==> src/rtl/lcfp_pkg.sv <==
// ----------------------------------------------------------------------------
// lcfp_pkg
// Shared types and byte codes for the lamp command frame parser.
// ----------------------------------------------------------------------------
package lcfp_pkg;

  // Frame header and trailer bytes
  localparam logic [7:0] HdrColour = 8'h0d;
  localparam logic [7:0] HdrAuto   = 8'h03;
  localparam logic [7:0] HdrNight  = 8'h02;
  localparam logic [7:0] HdrFade   = 8'h04;
  localparam logic [7:0] HdrOpen   = 8'haa;
  localparam logic [7:0] HdrClose  = 8'hcc;
  localparam logic [7:0] Trailer   = 8'h0a;

  // Setting named by one result word
  typedef enum logic [3:0] {
    KIND_NONE    = 4'd0,
    KIND_RED     = 4'd1,
    KIND_GREEN   = 4'd2,
    KIND_BLUE    = 4'd3,
    KIND_POWER   = 4'd4,
    KIND_AUTO    = 4'd5,
    KIND_NIGHT   = 4'd6,
    KIND_OPEN_H  = 4'd7,
    KIND_OPEN_M  = 4'd8,
    KIND_CLOSE_H = 4'd9,
    KIND_CLOSE_M = 4'd10,
    KIND_FADE    = 4'd11
  } kind_e;

  // One decoded result word
  typedef struct packed {
    kind_e      kind;
    logic [7:0] value;
    logic       change_flag;
    logic       frame_end;
  } result_t;

endpackage

==> src/rtl/lcfp_fsm.sv <==
// ----------------------------------------------------------------------------
// lcfp_fsm
// Parser state register and the per-byte decode of header, payload and
// trailer bytes. The result is combinational from the state and the byte;
// the state steps when the caller commits the byte.
// ----------------------------------------------------------------------------
module lcfp_fsm (
  input  logic              clk_i,
  input  logic              rst_ni,
  input  logic [7:0]        byte_i,
  input  logic              advance_i,
  output lcfp_pkg::result_t result_o
);

  typedef enum logic [3:0] {
    ST_IDLE    = 4'd0,
    ST_RED     = 4'd1,
    ST_GREEN   = 4'd2,
    ST_BLUE    = 4'd3,
    ST_POWER   = 4'd4,
    ST_AUTO    = 4'd5,
    ST_NIGHT   = 4'd6,
    ST_OPEN_H  = 4'd7,
    ST_OPEN_M  = 4'd8,
    ST_CLOSE_H = 4'd9,
    ST_CLOSE_M = 4'd10,
    ST_FADE    = 4'd11,
    ST_TRAILER = 4'd12
  } state_e;

  state_e state_q, state_d;

  // Next state and result for the current byte
  always_comb begin
    state_d              = state_q;
    result_o.kind        = lcfp_pkg::KIND_NONE;
    result_o.value       = 8'h00;
    result_o.change_flag = 1'b0;
    result_o.frame_end   = 1'b0;
    case (state_q)
      ST_IDLE: begin
        case (byte_i)
          lcfp_pkg::HdrColour: state_d = ST_RED;
          lcfp_pkg::HdrAuto:   state_d = ST_AUTO;
          lcfp_pkg::HdrNight:  state_d = ST_NIGHT;
          lcfp_pkg::HdrOpen:   state_d = ST_OPEN_H;
          lcfp_pkg::HdrClose:  state_d = ST_CLOSE_H;
          lcfp_pkg::HdrFade:   state_d = ST_FADE;
          default:             state_d = ST_IDLE;
        endcase
      end
      ST_RED: begin
        result_o.kind  = lcfp_pkg::KIND_RED;
        result_o.value = byte_i;
        state_d        = ST_GREEN;
      end
      ST_GREEN: begin
        result_o.kind  = lcfp_pkg::KIND_GREEN;
        result_o.value = byte_i;
        state_d        = ST_BLUE;
      end
      ST_BLUE: begin
        result_o.kind  = lcfp_pkg::KIND_BLUE;
        result_o.value = byte_i;
        state_d        = ST_POWER;
      end
      ST_POWER: begin
        result_o.kind  = lcfp_pkg::KIND_POWER;
        result_o.value = byte_i;
        state_d        = ST_TRAILER;
      end
      ST_AUTO: begin
        result_o.kind        = lcfp_pkg::KIND_AUTO;
        result_o.value       = byte_i;
        result_o.change_flag = 1'b1;
        state_d              = ST_TRAILER;
      end
      ST_NIGHT: begin
        result_o.kind        = lcfp_pkg::KIND_NIGHT;
        result_o.value       = byte_i;
        result_o.change_flag = 1'b1;
        state_d              = ST_TRAILER;
      end
      ST_OPEN_H: begin
        result_o.kind  = lcfp_pkg::KIND_OPEN_H;
        result_o.value = byte_i;
        state_d        = ST_OPEN_M;
      end
      ST_OPEN_M: begin
        result_o.kind        = lcfp_pkg::KIND_OPEN_M;
        result_o.value       = byte_i;
        result_o.change_flag = 1'b1;
        state_d              = ST_TRAILER;
      end
      ST_CLOSE_H: begin
        result_o.kind  = lcfp_pkg::KIND_CLOSE_H;
        result_o.value = byte_i;
        state_d        = ST_CLOSE_M;
      end
      ST_CLOSE_M: begin
        result_o.kind        = lcfp_pkg::KIND_CLOSE_M;
        result_o.value       = byte_i;
        result_o.change_flag = 1'b1;
        state_d              = ST_TRAILER;
      end
      ST_FADE: begin
        result_o.kind        = lcfp_pkg::KIND_FADE;
        result_o.value       = byte_i;
        result_o.change_flag = 1'b1;
        state_d              = ST_TRAILER;
      end
      ST_TRAILER: begin
        if (byte_i == lcfp_pkg::Trailer) begin
          result_o.frame_end = 1'b1;
          state_d            = ST_IDLE;
        end
      end
      // unreachable codes drop back to idle
      default: state_d = ST_IDLE;
    endcase
  end

  // State register
  always_ff @(posedge clk_i or negedge rst_ni) begin
    if (!rst_ni) begin
      state_q <= ST_IDLE;
    end else if (advance_i) begin
      state_q <= state_d;
    end
  end

  // Payload states always name a setting, idle and the trailer wait never do
  assert property (@(posedge clk_i) disable iff (!rst_ni)
    (state_q == ST_IDLE || state_q == ST_TRAILER) |-> result_o.kind == lcfp_pkg::KIND_NONE)
    else $error("lcfp_fsm: update reported outside a payload state");

  // Frame end only leaves the trailer wait for idle
  assert property (@(posedge clk_i) disable iff (!rst_ni)
    (advance_i && result_o.frame_end) |=> state_q == ST_IDLE)
    else $error("lcfp_fsm: frame end did not return to idle");

  // A committed payload byte never lands directly in idle
  assert property (@(posedge clk_i) disable iff (!rst_ni)
    (advance_i && result_o.kind != lcfp_pkg::KIND_NONE) |=> state_q != ST_IDLE)
    else $error("lcfp_fsm: payload byte returned to idle");

endmodule

==> src/rtl/lamp_command_frame_parser.sv <==
// ----------------------------------------------------------------------------
// lamp_command_frame_parser
// Serial byte stream to lamp setting updates, one result word per byte.
// ----------------------------------------------------------------------------
// One byte is accepted per clock cycle while the output is not stalled, and
// each gives exactly one result word: the byte is captured in an input register,
// decoded combinationally against the parser state, and held in a result
// register until taken. The combinational state decode sets the rate of one byte
// per cycle; a stalled output holds the input register, and the input side keeps
// taking bytes whenever the input register is empty or the result register is
// free or being emptied.
module lamp_command_frame_parser (
  input  logic       clk_i,
  input  logic       rst_ni,
  input  logic       in_valid_i,
  output logic       in_ready_o,
  input  logic [7:0] rx_byte_i,
  output logic       out_valid_o,
  input  logic       out_ready_i,
  output logic [3:0] update_kind_o,
  output logic [7:0] update_value_o,
  output logic       change_flag_o,
  output logic       frame_end_o
);

  logic              in_valid_q;
  logic [7:0]        byte_q;
  logic              out_free;
  logic              advance;
  lcfp_pkg::result_t result;
  lcfp_pkg::result_t result_q;

  // Handshake between stages
  assign out_free   = !out_valid_o || out_ready_i;
  assign advance    = in_valid_q && out_free;
  assign in_ready_o = !in_valid_q || out_free;

  // Input register
  always_ff @(posedge clk_i or negedge rst_ni) begin
    if (!rst_ni) begin
      in_valid_q <= 1'b0;
    end else if (in_ready_o) begin
      in_valid_q <= in_valid_i;
    end
  end

  always_ff @(posedge clk_i) begin
    if (in_ready_o && in_valid_i) begin
      byte_q <= rx_byte_i;
    end
  end

  // Decode
  lcfp_fsm u_fsm (
    .clk_i     (clk_i),
    .rst_ni    (rst_ni),
    .byte_i    (byte_q),
    .advance_i (advance),
    .result_o  (result)
  );

  // Result register
  always_ff @(posedge clk_i or negedge rst_ni) begin
    if (!rst_ni) begin
      out_valid_o <= 1'b0;
    end else if (out_free) begin
      out_valid_o <= in_valid_q;
    end
  end

  always_ff @(posedge clk_i) begin
    if (advance) begin
      result_q <= result;
    end
  end

  assign update_kind_o  = result_q.kind;
  assign update_value_o = result_q.value;
  assign change_flag_o  = result_q.change_flag;
  assign frame_end_o    = result_q.frame_end;

  // A stalled input word stays put while the result register is full
  assert property (@(posedge clk_i) disable iff (!rst_ni)
    (in_valid_q && !out_free) |=> (in_valid_q && $stable(byte_q)))
    else $error("lamp_command_frame_parser: stalled input word lost");

  // Frame end comes only with no setting update
  assert property (@(posedge clk_i) disable iff (!rst_ni)
    (out_valid_o && frame_end_o) |-> update_kind_o == lcfp_pkg::KIND_NONE)
    else $error("lamp_command_frame_parser: frame end with an update");

  // No update carries a zero value and no change flag
  assert property (@(posedge clk_i) disable iff (!rst_ni)
    (out_valid_o && update_kind_o == lcfp_pkg::KIND_NONE)
      |-> (update_value_o == 8'h00 && !change_flag_o))
    else $error("lamp_command_frame_parser: empty word carries data");

  // Change flag only on the flagged settings
  assert property (@(posedge clk_i) disable iff (!rst_ni)
    (out_valid_o && change_flag_o)
      |-> (update_kind_o == lcfp_pkg::KIND_AUTO || update_kind_o == lcfp_pkg::KIND_NIGHT ||
           update_kind_o == lcfp_pkg::KIND_OPEN_M || update_kind_o == lcfp_pkg::KIND_CLOSE_M ||
           update_kind_o == lcfp_pkg::KIND_FADE))
    else $error("lamp_command_frame_parser: change flag on unflagged setting");

endmodule
==> config.mk <==
export PLATFORM = sky130hd
export DESIGN_NAME = lamp_command_frame_parser
export DESIGN_NICKNAME = d
export VERILOG_FILES = /design/src/rtl/lcfp_pkg.sv /design/src/rtl/lcfp_fsm.sv /design/src/rtl/lamp_command_frame_parser.sv
export SDC_FILE = /design/constraint.sdc
export NUM_CORES = 1
export LEC_CHECK = 0
export ABC_AREA = 1
export BUFFER_PORTS_ARGS = -buffer_cell sky130_fd_sc_hd__buf_2
export CAP_MARGIN = 20
export CORE_AREA = 5 5 71 73
export DETAILED_ROUTE_END_ITERATION = 16
export DIE_AREA = 0 0 76 78
export GPL_TIMING_DRIVEN = 0
export SLEW_MARGIN = 10
export SYNTH_ARGS = -nofsm -noshare
export SYNTH_HDL_FRONTEND = slang
export SYNTH_SLANG_ARGS = --single-unit
==> constraint.sdc <==
create_clock -name clk_i -period 2.7 [get_ports clk_i]
set_input_delay 0.135 -clock clk_i [delete_from_list [all_inputs] [get_ports clk_i]]
set_output_delay 0.135 -clock clk_i [all_outputs]
set_load 0.02 [all_outputs]
* Word-level counts from Yosys, hierarchy flattened
Cells that the tools add are included.
Storage, ports and cells: register bits 28, bits of input ports 12, output and inout bits 16, logic and storage cells 44
Cells by class: eq/ne operators 20, mux-type cells 6, reductions and logical operators 10
Operators with widths (count):
- case mux 12 bit (11 select lines) | 1
- case mux 4 bit (8 select lines) | 1
- case mux 4 bit (6 select lines) | 1
- equality test 4 bit (second input constant) | 5
- equality test 4 x 3 -> 1 bit (second input constant) | 4
- equality test 8 x 2 -> 1 bit (second input constant) | 2
- equality test 8 x 4 -> 1 bit (second input constant) | 2
- equality test 8 bit (second input constant) | 2
- equality test 4 x 2 -> 1 bit (second input constant) | 2
- equality test 8 x 3 -> 1 bit (second input constant) | 1
- OR reduction 6 bit | 1
- OR reduction 5 bit | 1
- equality test 4 x 1 -> 1 bit (second input constant) | 1
- zero test 4 bit | 1
- 2-to-1 mux 4 bit | 1
- logical AND 1 bit | 2
- zero test 1 bit | 2
- logical OR 1 bit | 2
- 2-to-1 mux 1 bit | 2
- inequality test 2 x 1 -> 1 bit (second input constant) | 1
- AND reduction 2 bit | 1

* Logic depth before layout (Yosys ltp)
depth in word-level cells 4, depth in mapped cells 9

* Modules after synthesis
A second synthesis with hierarchy kept.
Unflattened totals: cells, all modules 149, area, all modules 1416.4 sq um
Modules (own cells, without submodules):
- lamp_command_frame_parser | times used 1, cells an instance 34, area each 755.7 sq um, sequential area each 710.7 sq um
- lcfp_fsm | times used 1, cells an instance 115, area each 660.6 sq um, sequential area each 100.1 sq um

* Worst setup path before layout
No wires, ideal clock.
path kind register to register, from register out_valid_o, to register u_fsm.state_q[0], setup time 117 ps, arrival 1727 ps, slack 856 ps, stages on the path, launching flop included 5, path buffers 0, clock period less this slack 1844 ps, cells stage by stage dfrtp_1 a21oi_1 nand2_1 nand2_1 nand2_1
Between the ends: cells in the longest elaborated chain, start to end 4
Ends and longest elaborated chain:
- start, declared | RTL line lamp_command_frame_parser.sv:18 | output logic out_valid_o,
- start signal, assigned | RTL line lamp_command_frame_parser.sv:67 | out_valid_o <= in_valid_q;
- zero test 1 bit | RTL line lamp_command_frame_parser.sv:34 | assign out_free = !out_valid_o || out_ready_i;
- logical OR 1 bit | RTL line lamp_command_frame_parser.sv:34
- logical AND 1 bit | RTL line lamp_command_frame_parser.sv:35 | assign advance = in_valid_q && out_free;
- via advance | RTL line lamp_command_frame_parser.sv:29 | logic advance;
- AND reduction 2 bit (no source line)
- end signal, assigned | RTL line lcfp_fsm.sv:128 | state_q <= state_d;
- end, declared | RTL line lcfp_fsm.sv:31 | state_e state_q, state_d;
The timed path passes the listed nets, and every way through them passes these cells. A chain may end at the register's enable or synchronous reset.

==> key figures <==
STA
  • Setup TNS: 0 ns
  • Final Hold Slack: 0.0295 ns
  • Achievable frequency: about 620 MHz
  • Worst Tran Pin Value: roughly 0.34 ns
  • Final Max Tran Viols: 0
  • Crit share post-route: 59.8%
  • Layout Skew: 0.00255 ns
  • RSZ-0062 raised after global routing: false
  • Final Setup Violations: 0
  • Final hold vios: 0
  • Max transition margin: between 70 and 80%
  • Fin crit period: between 1.5 and 2 ns

Synth
  • Post-synth cell types: 23
  • Area fraction in and, or, nand and nor cells after synthesis: 29.3%
  • Mux cell area share after synthesis: 0%
  • Largest family of logic cells by synthesized area: simple AND/OR/NAND/NOR gates
  • Post-synthesis sequential area ratio: ~56%
  • Post-synthesis cell area: 1460 sq um
  • Post-synthesis cell count: 150
  • Leading area contributor after synthesis: edfxtp_1
  • Synth Area in XOR/XNOR: 0%
  • Count of state elements after synthesis: 28
  • Synth top area cells: edfxtp_1 (45%), nand2_1 (11%), dfrtp_1 (10%)
  • Yosys warns: 0
  • Syn Area/Cell: approximately 9.7 sq um
  • Synth Area in Compound Gates: 3.87%
  • Synthesized Nets: 168
  • Post-Synth Adder-Cell Area: between 5 and 6%
  • Synth top area share: 45.4%

Clocking
  • Worst-skew pair later-pin latency: about 0.27 ns
  • Hold Buf Count CTS: 1
  • CTS tree: done
  • Clock buffer count from CTS: 3
  • Clock Pin Slew Worst Setup and Hold Paths: about 0.1 ns
  • Clock Sinks: 28
  • Post-CTS resize count: 0
  • Number of post-CTS setup repair buffers: 0
  • Bufs on Longest Clock Path: 2
  • Clock Tree Root: clkbuf_8
  • H-tree lvl count: 1

Finish
  • Final Non-Filler Cells: 235
  • Layout Nets: 202
  • Share of layout cells above drive strength 1: between 30 and 40%
  • Fillers: roughly 430
  • Syn-to-layout area delta: 20.4%
  • Diodes inserted: 0
  • Area of the multi-input gates: 562 sq um
  • Storage element area: 811 sq um
  • Fin area: about 1800 sq um

Floorplan
  • Chip width: 76 microns
  • Die Ht: roughly 78 microns
  • Core footprint: about 4300 sq um
  • FP Rows: 24
  • IO Count: 28
  • Starting Density: approximately a third
  • Die ar.: about 5900 sq um

GRT
  • Initial antenna violation count: 0
  • Vias in the first global route: 948
  • Largest net degree at the start of global routing: 17
  • First-pass GRT wire length: ~4200 microns
  • GRT Total Usage: under 10%
  • Global route overflow: 0

Setup path
  • Crit-path slowest cell: dfrtp_1
  • Launch point of the worst reg-to-reg path: u_fsm.state_q[2]
  • Worst setup startpoint: u_fsm.state_q[2]
  • Delay-heaviest family, CP: flip-flops
  • CP peak stage delay: ~0.44 ns
  • WP data arrival: ~1.6 ns
  • CP Capture Type: register
  • Cell-by-cell trace of the critical path: inv_1, ha_1, inv_1, a21oi_4, nor3_4, nor3_1
  • R2R depth: 6
  • Critical path class: reg2reg
  • Crit path buf inv count: 2
  • Most frequent cell on the critical path: inv_1
  • Flop2flop setup slack: between 1 and 1.5 ns
  • Critical Path RT: 2.73 ns
  • CP max FO: 8
  • Worst Setup EP: update_value_o[0]
  • Crit path depth: 6
  • Critical Path Start Type: register
  • Reg2reg end: update_value_o[0]

Drt
  • Final ANT Viol Nets: 0
  • Routed vias/inst: 4.43
  • Final Routed Wirelength: 2500 microns
  • Routed len/inst: between 10 and 15 microns
  • Vias: around 1.0k
  • Iter 0 DRT Violations: 50
  • DRC viols: 0
  • Drt pass-1 iters: 4

Pwr
  • PnR Total Power: between 1500 and 2000 uW
  • VDD IR max: roughly 0.28 mV
  • PwrDens: roughly 870 nW/um^2
  • Lkg Pwr: roughly 0.00083 uW

Placed design
  • Dpl cells: 230
  • Detail Placement HPWL: 1970 microns
  • Final Wtd Congestion: ~0.8
  • Port bufs: 27
  • Area after DPL: about 1700 sq um

Run status
  • Outcome: completed

Run
  • Max-cap violations: 0

Worst hold path
  • HP Class: in2reg
state kept, by name (all words and copies together), names as in the netlist:
register        cells
frame_end_o         1
change_flag_o       1
byte_q              8
update_kind_o       4
out_valid_o         1
update_value_o      8
u_fsm.state_q       4
in_valid_q          1
worst min-delay path by stage:
stage,start,end,depth (start not counted)
4_1_cts,rx_byte_i[4],byte_q[4],1
5_1_grt,rx_byte_i[5],byte_q[5],1
6_report,rx_byte_i[4],byte_q[4],1
2_1_floorplan,rst_ni,in_valid_q,0
3_5_place_dp,rst_ni,u_fsm.state_q[3],1
3_3_place_gp,rst_ni,u_fsm.state_q[3],1
placed cells by master, fill, tap and decap left out, types with 2 or more instances in the layout:
master,n
dfrtp_1,6
buf_2,27
inv_1,15
nand2_1,41
nand2_2,5
o21ai_0,2
edfxtp_1,22
nor3_1,11
clkbuf_8,3
nor2_1,13
nor2_4,2
a21oi_1,2
nor3_2,2
nand3_1,5
inv_2,8
ha_1,6
through the flow:
stage                     setup WS, ns  util, %
after floorplan                  0.856        -
after global placement           0.515     38.5
after detailed placement          1.10     38.9
after CTS                         1.09     40.8
after global routing             0.946     40.8
final                             1.09     40.8
cell usage after synthesis:
library cell  instances
nor2_1               13
a21oi_4               1
o21ai_0               2
a21o_1                1
nand2_2               5
nand3_1               5
nand2_1              41
a21boi_0              1
ha_1                  6
nor3_4                1
inv_2                 8
nor2_4                2
nor3_2                2
edfxtp_1             22
dfrtp_1               6
nor2_8                1
nand3_2               1
inv_1                15
nor3_1               11
a21oi_1               3
nand2_4               1
nand4_1               1
and2_1                1
layout make-up:
cell class                      instances  share of cell area, %
Sequential cell                        28                   46.3
Multi-Input combinational cell         99                   32.1
Timing Repair Buffer                   29                   8.93
Inverter                               23                   4.93
Tap cell                               52                   3.71
Clock buffer                            3                   2.36
Clock inverter                          1                   1.71
power by group:
part	leakage, uW	switching, uW	internal (uW)	total, uW
logic	0.000506	380	191	571
clock network	0.0000357	131	198	329
registers	0.000291	50.5	571	621
per-layer routing:
metal / wire length, microns / track usage, % / part of all wire (%) / up-vias
met2: 1100 / 12.6 / 44 / 32
met5: 0 / 0 / 0 / -
met1: 1230 / 12.1 / 49 / 456
li1: - / - / - / 548
met3: 135 / 1.50 / 5.4 / 4
met4: 29 / 4.27 / 1.2 / 0
kinds of logic (layout without fill, tap and decap cells):
kind of cell	Yosys count	after routing
buffers and inverters	23	56
and+or+nand+nor	85	85
adders and majority gates	6	6
AOI/OAI and AO/OA	8	8
DFF	28	28
Power figures use the tool's default switching activity.
